**src/rtl/core/s1md_pkg.sv**
```systemverilog
`default_nettype none

package s1md_pkg;

  // chaining values loaded at reset and after every digest
  localparam logic [31:0] H_INIT [5] = '{
    32'h67452301, 32'hEFCDAB89, 32'h98BADCFE, 32'h10325476, 32'hC3D2E1F0
  };

  // round constants, one per group of twenty rounds
  localparam logic [31:0] K_R0 = 32'h5A827999;
  localparam logic [31:0] K_R1 = 32'h6ED9EBA1;
  localparam logic [31:0] K_R2 = 32'h8F1BBCDC;
  localparam logic [31:0] K_R3 = 32'hCA62C1D6;

  localparam logic [6:0] ROUND_G1   = 7'd20;
  localparam logic [6:0] ROUND_G2   = 7'd40;
  localparam logic [6:0] ROUND_G3   = 7'd60;
  localparam logic [6:0] LOAD_LAST  = 7'd15;
  localparam logic [6:0] ROUND_LAST = 7'd79;

  localparam logic [7:0] PAD_BYTE   = 8'h80;
  // word slot of the block where the 64-bit length starts
  localparam logic [3:0] LEN_HI_IDX = 4'd14;

  localparam logic [2:0] LAST_IDX   = 3'd4;

  localparam int FIFO_DEPTH = 4;
  localparam int FIFO_AW    = $clog2(FIFO_DEPTH);

  // one big-endian message word on its way to the compression engine
  typedef struct packed {
    logic        msg_end;  // final word of the final block of a message
    logic [31:0] data;
  } blk_word_t;

endpackage

`default_nettype wire

```
**src/rtl/core/s1md_front.sv**
```systemverilog
`default_nettype none

module s1md_front
  import s1md_pkg::*;
(
  input  wire logic       clk_i,
  input  wire logic       rst_ni,
  input  wire logic       s_tvalid_i,
  output logic            s_tready_o,
  input  wire logic [7:0] s_tdata_i,
  input  wire logic       s_tuser_i,
  input  wire logic       s_tlast_i,
  output logic            push_o,
  output blk_word_t       push_word_o,
  input  wire logic       full_i
);

  typedef enum logic [4:0] {
    F_RUN   = 5'b00001,
    F_PAD   = 5'b00010,
    F_ZERO  = 5'b00100,
    F_LENHI = 5'b01000,
    F_LENLO = 5'b10000
  } front_state_e;

  front_state_e state_q, state_d;
  logic [1:0]   byte_cnt_q, byte_cnt_d;
  logic [23:0]  acc_q, acc_d;
  logic [3:0]   word_cnt_q, word_cnt_d;
  logic [63:0]  bits_q, bits_d;
  logic [31:0]  pad_word;

  assign s_tready_o = (state_q == F_RUN) && !full_i;

  // partial word closed by the 0x80 marker
  always_comb begin
    unique case (byte_cnt_q)
      2'd0:    pad_word = {PAD_BYTE, 24'h0};
      2'd1:    pad_word = {acc_q[7:0], PAD_BYTE, 16'h0};
      2'd2:    pad_word = {acc_q[15:0], PAD_BYTE, 8'h0};
      default: pad_word = {acc_q[23:0], PAD_BYTE};
    endcase
  end

  always_comb begin
    state_d     = state_q;
    byte_cnt_d  = byte_cnt_q;
    acc_d       = acc_q;
    word_cnt_d  = word_cnt_q;
    bits_d      = bits_q;
    push_o      = 1'b0;
    push_word_o = '0;
    unique case (state_q)
      F_RUN: begin
        if (s_tvalid_i && s_tready_o) begin
          if (s_tuser_i) begin
            acc_d      = {acc_q[15:0], s_tdata_i};
            byte_cnt_d = byte_cnt_q + 2'd1;
            bits_d     = bits_q + 64'd8;
            if (byte_cnt_q == 2'd3) begin
              push_o           = 1'b1;
              push_word_o.data = {acc_q, s_tdata_i};
              word_cnt_d       = word_cnt_q + 4'd1;
            end
          end
          if (s_tlast_i) begin
            state_d = F_PAD;
          end
        end
      end
      F_PAD: begin
        if (!full_i) begin
          push_o           = 1'b1;
          push_word_o.data = pad_word;
          word_cnt_d       = word_cnt_q + 4'd1;
          byte_cnt_d       = 2'd0;
          state_d          = F_ZERO;
        end
      end
      F_ZERO: begin
        // zero-fill, wrapping into a new block if the marker landed late
        if (word_cnt_q == LEN_HI_IDX) begin
          state_d = F_LENHI;
        end else if (!full_i) begin
          push_o     = 1'b1;
          word_cnt_d = word_cnt_q + 4'd1;
        end
      end
      F_LENHI: begin
        if (!full_i) begin
          push_o           = 1'b1;
          push_word_o.data = bits_q[63:32];
          word_cnt_d       = word_cnt_q + 4'd1;
          state_d          = F_LENLO;
        end
      end
      F_LENLO: begin
        if (!full_i) begin
          push_o              = 1'b1;
          push_word_o.data    = bits_q[31:0];
          push_word_o.msg_end = 1'b1;
          word_cnt_d          = 4'd0;
          bits_d              = 64'd0;
          state_d             = F_RUN;
        end
      end
      default: state_d = F_RUN;
    endcase
  end

  always_ff @(posedge clk_i or negedge rst_ni) begin
    if (!rst_ni) begin
      state_q    <= F_RUN;
      byte_cnt_q <= 2'd0;
      word_cnt_q <= 4'd0;
      bits_q     <= 64'd0;
    end else begin
      state_q    <= state_d;
      byte_cnt_q <= byte_cnt_d;
      word_cnt_q <= word_cnt_d;
      bits_q     <= bits_d;
    end
  end

  always_ff @(posedge clk_i) begin
    acc_q <= acc_d;
  end

endmodule

`default_nettype wire

```
**src/rtl/core/s1md_fifo.sv**
```systemverilog
`default_nettype none

module s1md_fifo
  import s1md_pkg::*;
(
  input  wire logic      clk_i,
  input  wire logic      rst_ni,
  input  wire logic      push_i,
  input  var  blk_word_t push_word_i,
  output logic           full_o,
  input  wire logic      pop_i,
  output logic           valid_o,
  output blk_word_t      pop_word_o
);

  blk_word_t            mem [FIFO_DEPTH];
  logic [FIFO_AW-1:0]   wr_ptr_q, rd_ptr_q;
  logic [FIFO_AW:0]     count_q, count_d;

  assign full_o     = (count_q == (FIFO_AW+1)'(FIFO_DEPTH));
  assign valid_o    = (count_q != '0);
  assign pop_word_o = mem[rd_ptr_q];

  always_comb begin
    count_d = count_q;
    if (push_i && !pop_i) begin
      count_d = count_q + (FIFO_AW+1)'(1);
    end else if (pop_i && !push_i) begin
      count_d = count_q - (FIFO_AW+1)'(1);
    end
  end

  always_ff @(posedge clk_i or negedge rst_ni) begin
    if (!rst_ni) begin
      wr_ptr_q <= '0;
      rd_ptr_q <= '0;
      count_q  <= '0;
    end else begin
      count_q <= count_d;
      if (push_i) begin
        wr_ptr_q <= wr_ptr_q + FIFO_AW'(1);
      end
      if (pop_i) begin
        rd_ptr_q <= rd_ptr_q + FIFO_AW'(1);
      end
    end
  end

  always_ff @(posedge clk_i) begin
    if (push_i) begin
      mem[wr_ptr_q] <= push_word_i;
    end
  end

endmodule

`default_nettype wire

```
**src/rtl/core/s1md_back.sv**
```systemverilog
`default_nettype none

module s1md_back
  import s1md_pkg::*;
(
  input  wire logic        clk_i,
  input  wire logic        rst_ni,
  input  wire logic        word_valid_i,
  input  var  blk_word_t   word_i,
  output logic             pop_o,
  output logic             m_tvalid_o,
  input  wire logic        m_tready_i,
  output logic [31:0]      m_tdata_o,
  output logic [2:0]       m_tuser_o,
  output logic             m_tlast_o
);

  typedef enum logic [3:0] {
    B_LOAD  = 4'b0001,
    B_ROUND = 4'b0010,
    B_ADD   = 4'b0100,
    B_EMIT  = 4'b1000
  } back_state_e;

  back_state_e state_q, state_d;
  logic [6:0]  round_q, round_d;
  logic        last_q, last_d;
  logic [2:0]  idx_q, idx_d;
  logic        m_tvalid_q, m_tvalid_d;
  logic [31:0] m_tdata_q;
  logic [2:0]  m_tuser_q;
  logic        m_tlast_q;

  logic [31:0] h_q [5];
  logic [31:0] a_q, b_q, c_q, d_q, e_q;
  logic [31:0] w_q [16];

  logic [31:0] w_mix, w_new, w_t, f, k, tmp;
  logic        do_round, out_free, load_out, emit_done;

  assign out_free  = !m_tvalid_q || m_tready_i;
  assign load_out  = (state_q == B_EMIT) && out_free;
  assign emit_done = load_out && (idx_q == LAST_IDX);
  assign pop_o     = (state_q == B_LOAD) && word_valid_i;
  assign do_round  = pop_o || (state_q == B_ROUND);

  // message schedule: w_q[0] is w[t-16], w_q[15] is w[t-1]
  assign w_mix = w_q[13] ^ w_q[8] ^ w_q[2] ^ w_q[0];
  assign w_new = {w_mix[30:0], w_mix[31]};
  assign w_t   = (state_q == B_LOAD) ? word_i.data : w_new;

  always_comb begin
    priority if (round_q < ROUND_G1) begin
      f = (b_q & c_q) | (~b_q & d_q);
      k = K_R0;
    end else if (round_q < ROUND_G2) begin
      f = b_q ^ c_q ^ d_q;
      k = K_R1;
    end else if (round_q < ROUND_G3) begin
      f = (b_q & c_q) | (b_q & d_q) | (c_q & d_q);
      k = K_R2;
    end else begin
      f = b_q ^ c_q ^ d_q;
      k = K_R3;
    end
  end

  assign tmp = {a_q[26:0], a_q[31:27]} + f + e_q + k + w_t;

  always_comb begin
    state_d    = state_q;
    round_d    = round_q;
    last_d     = last_q;
    idx_d      = idx_q;
    m_tvalid_d = m_tvalid_q;
    if (m_tready_i) begin
      m_tvalid_d = 1'b0;
    end
    unique case (state_q)
      B_LOAD: begin
        if (word_valid_i) begin
          round_d = round_q + 7'd1;
          if (round_q == LOAD_LAST) begin
            last_d  = word_i.msg_end;
            state_d = B_ROUND;
          end
        end
      end
      B_ROUND: begin
        round_d = round_q + 7'd1;
        if (round_q == ROUND_LAST) begin
          state_d = B_ADD;
        end
      end
      B_ADD: begin
        round_d = 7'd0;
        idx_d   = 3'd0;
        state_d = last_q ? B_EMIT : B_LOAD;
      end
      B_EMIT: begin
        if (out_free) begin
          m_tvalid_d = 1'b1;
          idx_d      = idx_q + 3'd1;
          if (idx_q == LAST_IDX) begin
            last_d  = 1'b0;
            state_d = B_LOAD;
          end
        end
      end
      default: state_d = B_LOAD;
    endcase
  end

  always_ff @(posedge clk_i or negedge rst_ni) begin
    if (!rst_ni) begin
      state_q    <= B_LOAD;
      round_q    <= 7'd0;
      last_q     <= 1'b0;
      idx_q      <= 3'd0;
      m_tvalid_q <= 1'b0;
      h_q        <= H_INIT;
      a_q        <= H_INIT[0];
      b_q        <= H_INIT[1];
      c_q        <= H_INIT[2];
      d_q        <= H_INIT[3];
      e_q        <= H_INIT[4];
    end else begin
      state_q    <= state_d;
      round_q    <= round_d;
      last_q     <= last_d;
      idx_q      <= idx_d;
      m_tvalid_q <= m_tvalid_d;
      if (do_round) begin
        e_q <= d_q;
        d_q <= c_q;
        c_q <= {b_q[1:0], b_q[31:2]};
        b_q <= a_q;
        a_q <= tmp;
      end else if (state_q == B_ADD) begin
        // fold the block into the chain and seed the next block
        h_q[0] <= h_q[0] + a_q;
        h_q[1] <= h_q[1] + b_q;
        h_q[2] <= h_q[2] + c_q;
        h_q[3] <= h_q[3] + d_q;
        h_q[4] <= h_q[4] + e_q;
        a_q    <= h_q[0] + a_q;
        b_q    <= h_q[1] + b_q;
        c_q    <= h_q[2] + c_q;
        d_q    <= h_q[3] + d_q;
        e_q    <= h_q[4] + e_q;
      end else if (emit_done) begin
        h_q <= H_INIT;
        a_q <= H_INIT[0];
        b_q <= H_INIT[1];
        c_q <= H_INIT[2];
        d_q <= H_INIT[3];
        e_q <= H_INIT[4];
      end
    end
  end

  always_ff @(posedge clk_i) begin
    if (do_round) begin
      for (int i = 0; i < 15; i++) begin
        w_q[i] <= w_q[i+1];
      end
      w_q[15] <= w_t;
    end
    if (load_out) begin
      m_tdata_q <= h_q[idx_q];
      m_tuser_q <= idx_q;
      m_tlast_q <= (idx_q == LAST_IDX);
    end
  end

  assign m_tvalid_o = m_tvalid_q;
  assign m_tdata_o  = m_tdata_q;
  assign m_tuser_o  = m_tuser_q;
  assign m_tlast_o  = m_tlast_q;

endmodule

`default_nettype wire

```
**src/rtl/core/sha1_message_digest.sv**
```systemverilog
// SHA-1 over a byte stream. Each input transfer carries one byte (tdata), a
// byte-valid flag (tuser) and an end-of-message mark (tlast); an end with
// tuser low closes the message without adding a byte, so an empty message is
// allowed. Bytes are taken one per cycle, while the queue has room, into a
// 4-word queue; the compression engine behind it handles each 64-byte block
// as 16 rounds while loading words, 64 more rounds and one chaining add. It
// takes no words during the 64 further rounds and the chaining add, so the
// queue fills after 16 bytes and the input stalls; the remaining 48 bytes
// are taken as the engine loads words. Long-message throughput is set by the
// queue depth and by the engine, which does one round per cycle (while
// loading, only when a word is waiting). On message end the input stalls
// while up to 18 padding and length words are queued; the last one or two
// blocks then finish, and the five digest words h0..h4 leave as five output
// transfers (tuser = word index, tlast on h4). The block then starts the
// next message from the initial chaining values.
`default_nettype none

module sha1_message_digest
  import s1md_pkg::*;
(
  input  wire logic        clk_i,
  input  wire logic        rst_ni,
  input  wire logic        s_axis_tvalid_i,
  output logic             s_axis_tready_o,
  input  wire logic [7:0]  s_axis_tdata_i,   // [7:0] data_byte
  input  wire logic        s_axis_tuser_i,   // [0] byte_valid
  input  wire logic        s_axis_tlast_i,   // end_of_message
  output logic             m_axis_tvalid_o,
  input  wire logic        m_axis_tready_i,
  output logic [31:0]      m_axis_tdata_o,   // [31:0] digest_word
  output logic [2:0]       m_axis_tuser_o,   // [2:0] word_index
  output logic             m_axis_tlast_o    // last_word
);

  logic      push, full, pop, word_valid;
  blk_word_t push_word, pop_word;

  s1md_front u_front (
    .clk_i       (clk_i),
    .rst_ni      (rst_ni),
    .s_tvalid_i  (s_axis_tvalid_i),
    .s_tready_o  (s_axis_tready_o),
    .s_tdata_i   (s_axis_tdata_i),
    .s_tuser_i   (s_axis_tuser_i),
    .s_tlast_i   (s_axis_tlast_i),
    .push_o      (push),
    .push_word_o (push_word),
    .full_i      (full)
  );

  s1md_fifo u_fifo (
    .clk_i       (clk_i),
    .rst_ni      (rst_ni),
    .push_i      (push),
    .push_word_i (push_word),
    .full_o      (full),
    .pop_i       (pop),
    .valid_o     (word_valid),
    .pop_word_o  (pop_word)
  );

  s1md_back u_back (
    .clk_i        (clk_i),
    .rst_ni       (rst_ni),
    .word_valid_i (word_valid),
    .word_i       (pop_word),
    .pop_o        (pop),
    .m_tvalid_o   (m_axis_tvalid_o),
    .m_tready_i   (m_axis_tready_i),
    .m_tdata_o    (m_axis_tdata_o),
    .m_tuser_o    (m_axis_tuser_o),
    .m_tlast_o    (m_axis_tlast_o)
  );

endmodule

`default_nettype wire
```
**config.mk**
```make
export PLATFORM = sky130hd
export DESIGN_NAME = sha1_message_digest
export DESIGN_NICKNAME = d
export VERILOG_FILES = /design/src/rtl/core/s1md_pkg.sv /design/src/rtl/core/s1md_front.sv /design/src/rtl/core/s1md_fifo.sv /design/src/rtl/core/s1md_back.sv /design/src/rtl/core/sha1_message_digest.sv
export SDC_FILE = /design/constraint.sdc
export NUM_CORES = 2
export LEC_CHECK = 0
export BUFFER_PORTS_ARGS = -buffer_cell sky130_fd_sc_hd__buf_4
export CAP_MARGIN = 20
export CORE_MARGIN = 3
export CORE_UTILIZATION = 50
export DETAILED_ROUTE_END_ITERATION = 10
export PLACE_DENSITY = 0.72
export SLEW_MARGIN = 5
export SYNTH_ARGS = -nofsm -noshare
export SYNTH_HDL_FRONTEND = slang
export SYNTH_HIERARCHICAL = 1
export SYNTH_SLANG_ARGS = --single-unit
```
**constraint.sdc**
```tcl
create_clock -name clk_i -period 18.1 [get_ports clk_i]
set_input_delay 3.62 -clock clk_i [delete_from_list [all_inputs] [get_ports clk_i]]
set_output_delay 3.62 -clock clk_i [all_outputs]
set_load 0.01 [all_outputs]
```
==> run_summary.xml <==
<?xml version="1.0" encoding="UTF-8"?>
<metrics>
  <group name="status">
    <metric name="status" unit="">complete, no violations</metric>
  </group>
  <group name="critical_path">
    <metric name="timing.setup.critical_path_class" unit="">flip-flop to flip-flop</metric>
    <metric name="crit_arrival" unit="ns">7.80</metric>
    <metric name="setup.worst_path.end_class" unit="">flip-flop</metric>
    <metric name="path_buf_inv" unit="">7</metric>
    <metric name="critical_path.max_stage_delay" unit="ns">0.61</metric>
    <metric name="crit_chain" unit="">and3_1, or3_1, buf_4, inv_1, buf_16, nor2_2, buf_4, inv_1, o221ai_1, fa_1, fa_1, inv_1, ha_1, inv_1, nor4_1, o211ai_1, a21boi_1, o311ai_1, nor4_1, o41ai_2, xnor2_1, nor2_1, a211o_1</metric>
    <metric name="timing.critical_path.fanout_max" unit="">21</metric>
    <metric name="cpLargestDelayFamily" unit="">buffers and inverters</metric>
    <metric name="start_kind" unit="">flip-flop</metric>
    <metric name="cp_common_cell" unit="">inv_1</metric>
    <metric name="critPathSlowestCell" unit="">inv_1</metric>
    <metric name="required" unit="ns">18.68</metric>
  </group>
  <group name="clock_tree">
    <metric name="clock_tree.htree_level_count" unit="">3</metric>
    <metric name="clock_insertion_delay_worst_skew" unit="ns">0.72</metric>
    <metric name="cts_hold_buf" unit="">0</metric>
    <metric name="cts-resized-gates" unit="">0</metric>
    <metric name="clockBufferDepth" unit="">3</metric>
    <metric name="root_buffer" unit="">clkbuf_16</metric>
    <metric name="tritoncts" unit="">built</metric>
    <metric name="tritoncts.num_buffers" unit="">113</metric>
    <metric name="path_clk_slew" unit="ns">0.07</metric>
    <metric name="post_cts.repair.setup_buffers" unit="">0</metric>
    <metric name="clock_sink_count" unit="">1119</metric>
  </group>
  <group name="sta">
    <metric name="setup_tns" unit="ns">0</metric>
    <metric name="min_period" unit="ns">7.218</metric>
    <metric name="rsz0062_at_grt" unit="">false</metric>
    <metric name="final_setup_skew" unit="ns">0.05122</metric>
    <metric name="fmax" unit="MHz">138.5</metric>
    <metric name="fin_crit_sh" unit="%">39.88</metric>
    <metric name="final-max-slew-violation-count" unit="">0</metric>
    <metric name="setup-violations-final" unit="">0</metric>
    <metric name="max-slew-margin-rel" unit="%">23.74</metric>
    <metric name="final_hold_viol_count" unit="">0</metric>
    <metric name="worst_slew_pin_slew" unit="ns">1.144</metric>
  </group>
  <group name="yosys">
    <metric name="synth_largest_area_cell" unit="">edfxtp_1</metric>
    <metric name="synth_nets" unit="">5044</metric>
    <metric name="synthesis.instances" unit="">4695</metric>
    <metric name="synth_area" unit="sq mm">0.05614</metric>
    <metric name="synth_sequential_area_ratio" unit="%">56.52</metric>
    <metric name="synth_area_per_cell" unit="sq um">11.96</metric>
    <metric name="ys.warnings.count" unit="">6</metric>
    <metric name="synth_top_area_share" unit="%">37.66</metric>
    <metric name="post_synth_main_area_contributors" unit="">edfxtp_1 38%, dfrtp_1 11%, dfstp_2 7.6%</metric>
    <metric name="synth_most_common_cell" unit="">edfxtp_1</metric>
    <metric name="netlist_top_cells_count" unit="">704 x edfxtp_1, 458 x nand2_1, 350 x nor2_1</metric>
    <metric name="synth-main-ff-cell" unit="">edfxtp_1</metric>
    <metric name="synth_cell_types" unit="">102</metric>
    <metric name="synthArstFlopShare" unit="%">37.09</metric>
    <metric name="ys_ff_latch" unit="">1119</metric>
    <metric name="synth_enable_flop_cells" unit="">704</metric>
  </group>
  <group name="detailed_routing">
    <metric name="vias_per_cell" unit="">6.111</metric>
    <metric name="route.detailed.wl_per_inst" unit="um">23.14</metric>
    <metric name="ant_nets" unit="">0</metric>
    <metric name="drt_drc_violations_left" unit="">0</metric>
    <metric name="wire_length_after_detailed_routing" unit="um">146000</metric>
    <metric name="dr.first_iter.drc_count" unit="">4591</metric>
    <metric name="via_count" unit="">38560</metric>
    <metric name="detail_route.first_pass.iterations" unit="">9</metric>
  </group>
  <group name="placed_design">
    <metric name="hpwl" unit="um">97000</metric>
    <metric name="routabilityCongestion" unit="">0.9399</metric>
    <metric name="io_buffer_count" unit="">51</metric>
    <metric name="dpl-instance-area" unit="sq mm">0.05805</metric>
  </group>
  <group name="floorplanning">
    <metric name="io_pins" unit="">52</metric>
    <metric name="placeableCoreArea" unit="sq mm">0.1110</metric>
    <metric name="die-width" unit="um">341.1</metric>
    <metric name="std_cell_rows" unit="">122</metric>
    <metric name="chip_height" unit="um">341.1</metric>
    <metric name="design.die.area" unit="sq mm">0.1163</metric>
    <metric name="initial_core_util" unit="%">50.58</metric>
  </group>
  <group name="global_route">
    <metric name="vias_in_the_first_global_route" unit="">37600</metric>
    <metric name="gr-usage-all-layers" unit="%">24.98</metric>
    <metric name="antenna_found_initial" unit="">1</metric>
    <metric name="largest_net_degree_at_the_start_of_global_routing" unit="">204</metric>
    <metric name="grt_pass1_wl" unit="um">226200</metric>
    <metric name="gr-total-overflow" unit="">0</metric>
  </group>
  <group name="finish">
    <metric name="final.fill_count" unit="">8950</metric>
    <metric name="final_design_area_no_fill" unit="sq mm">0.06215</metric>
    <metric name="areaGrowthSynthToFinish" unit="%">10.71</metric>
    <metric name="multi_input_logic_area" unit="sq mm">0.02254</metric>
    <metric name="area.sequential" unit="sq mm">0.03174</metric>
    <metric name="antennaDiodeCount" unit="">0</metric>
    <metric name="num-nets-final" unit="">5071</metric>
    <metric name="drive_above_1_share" unit="%">11.39</metric>
  </group>
  <group name="job">
    <metric name="max_cap_viol_count" unit="">0</metric>
  </group>
  <group name="worst_hold_path">
    <metric name="holdCritPathClass" unit="">flip-flop to flip-flop</metric>
  </group>
</metrics>
flip-flops by register name, summed over array words and instances (netlist names), 3 cells and up:
name and flops:
u_fifo/mem 132, u_back/c_q 32, u_back/idx_q 3, u_fifo/count_q 3
u_back/m_tdata_o 32, u_back/e_q 32, u_back/w_q 512, u_back/round_q 7
u_front/acc_q 24, u_front/bits_q 61, u_front/state_q 5, u_back/d_q 32
u_back/b_q 32, u_back/a_q 32, u_back/h_q 160, u_front/word_cnt_q 4
u_back/m_tuser_o 3, u_back/state_q 4
cell usage in the layout, fill, tap and decap left out, types with 17 or more instances in the layout:
cell and n:
a211oi_1 26, a21o_1 94, a21oi_1 250, a221o_1 37, a222oi_1 31, a22o_1 22
a22oi_1 74, a31oi_1 41, and3_1 35, buf_4 97, bufinv_16 17, clkbuf_1 25
clkbuf_16 115, clkinv_2 18, dfrtp_1 249, dfstp_2 162, edfxtp_1 704, fa_1 126
ha_1 209, inv_1 295, mux2i_1 101, mux4_2 29, nand2_1 456, nand2b_1 21
nand3_1 87, nand4_1 44, nor2_1 344, nor2b_1 22, nor3_1 35, o211ai_1 36
o21a_1 56, o21ai_0 267, o21bai_1 23, o221ai_1 29, o22ai_1 45, o31ai_1 19
or3_1 21, xnor2_1 209, xor2_1 61
final timing paths:
| kind | from | to | slack, ns | cells past startpoint |
|---|---|---|---|---|
| max | u_back/round_q[2] | u_back/a_q[31] | 10.88 | 23 |
| min | u_back/w_q[1][204] | u_back/w_q[1][172] | 0.40 | 0 |
| max reg2reg | u_back/round_q[2] | u_back/a_q[31] | 10.88 | 23 |
| min reg2reg | u_back/w_q[1][204] | u_back/w_q[1][172] | 0.40 | 0 |
| max in group asynchronous | rst_ni | u_front/byte_cnt_q[1] | 12.02 | 4 |
| min in group asynchronous | rst_ni | u_back/d_q[7] | 3.02 | 1 |
routing by layer:
layer,GRT usage [%],vias to the layer above,part of all wire (%)
met5,0,-,0
met3,3.830,320,7.7
met2,38.28,1714,45
met4,9.642,0,3.8
met1,36.09,19260,43
li1,-,17270,-
worst reg2reg max path, cell delays in order (launching register included):
cell and delay (ns):
dfrtp_1 0.43, and3_1 0.23, or3_1 0.34, buf_4 0.26
inv_1 0.59, buf_16 0.23, nor2_2 0.05, buf_4 0.30
inv_1 0.61, o221ai_1 0.37, fa_1 0.52, fa_1 0.51
inv_1 0.04, ha_1 0.35, inv_1 0.11, nor4_1 0.36
o211ai_1 0.15, a21boi_1 0.18, o311ai_1 0.43, nor4_1 0.13
o41ai_2 0.40, xnor2_1 0.16, nor2_1 0.06, a211o_1 0.25
through the flow:
stage | setup WS, ns | hold WS, ns | util, % | instances
floorplan | 1.348 | 0.4003 | - | 4695
global placement | 11.04 | 0.4003 | 52.30 | 6089
detailed placement | 10.87 | 0.4045 | 52.31 | 6090
CTS | 10.86 | 0.3885 | 55.92 | 6305
global route | 10.56 | 0.3973 | 56.00 | 6310
finish | 10.88 | 0.4016 | 56.00 | 6310
layout make-up:
cell class | count | area share, %
multi-input cells | 3086 | 36.28
flip-flops and latches | 1119 | 51.06
clock inverters | 64 | 1.423
clock buffers | 151 | 5.025
inverters | 297 | 1.806
well taps | 1488 | 2.996
repair buffers | 105 | 1.409
kinds of logic (layout without fill, tap and decap cells):
logic type	after synthesis	count (layout)	share of synthesized area [%]
AO/OA/AOI/OAI	1169	1169	13.89
buffers and inverters	490	617	3.484
AND/OR/NAND/NOR	1175	1175	9.506
flip-flops	1119	1119	56.52
adder cells (fa/ha/maj)	335	335	9.152
multiplexers	137	137	3.239
XOR/XNOR	270	270	4.213
Power is left out: the tool's default activity adds up to more than one toggle a clock period on the data nets, which glitch-free logic cannot reach.
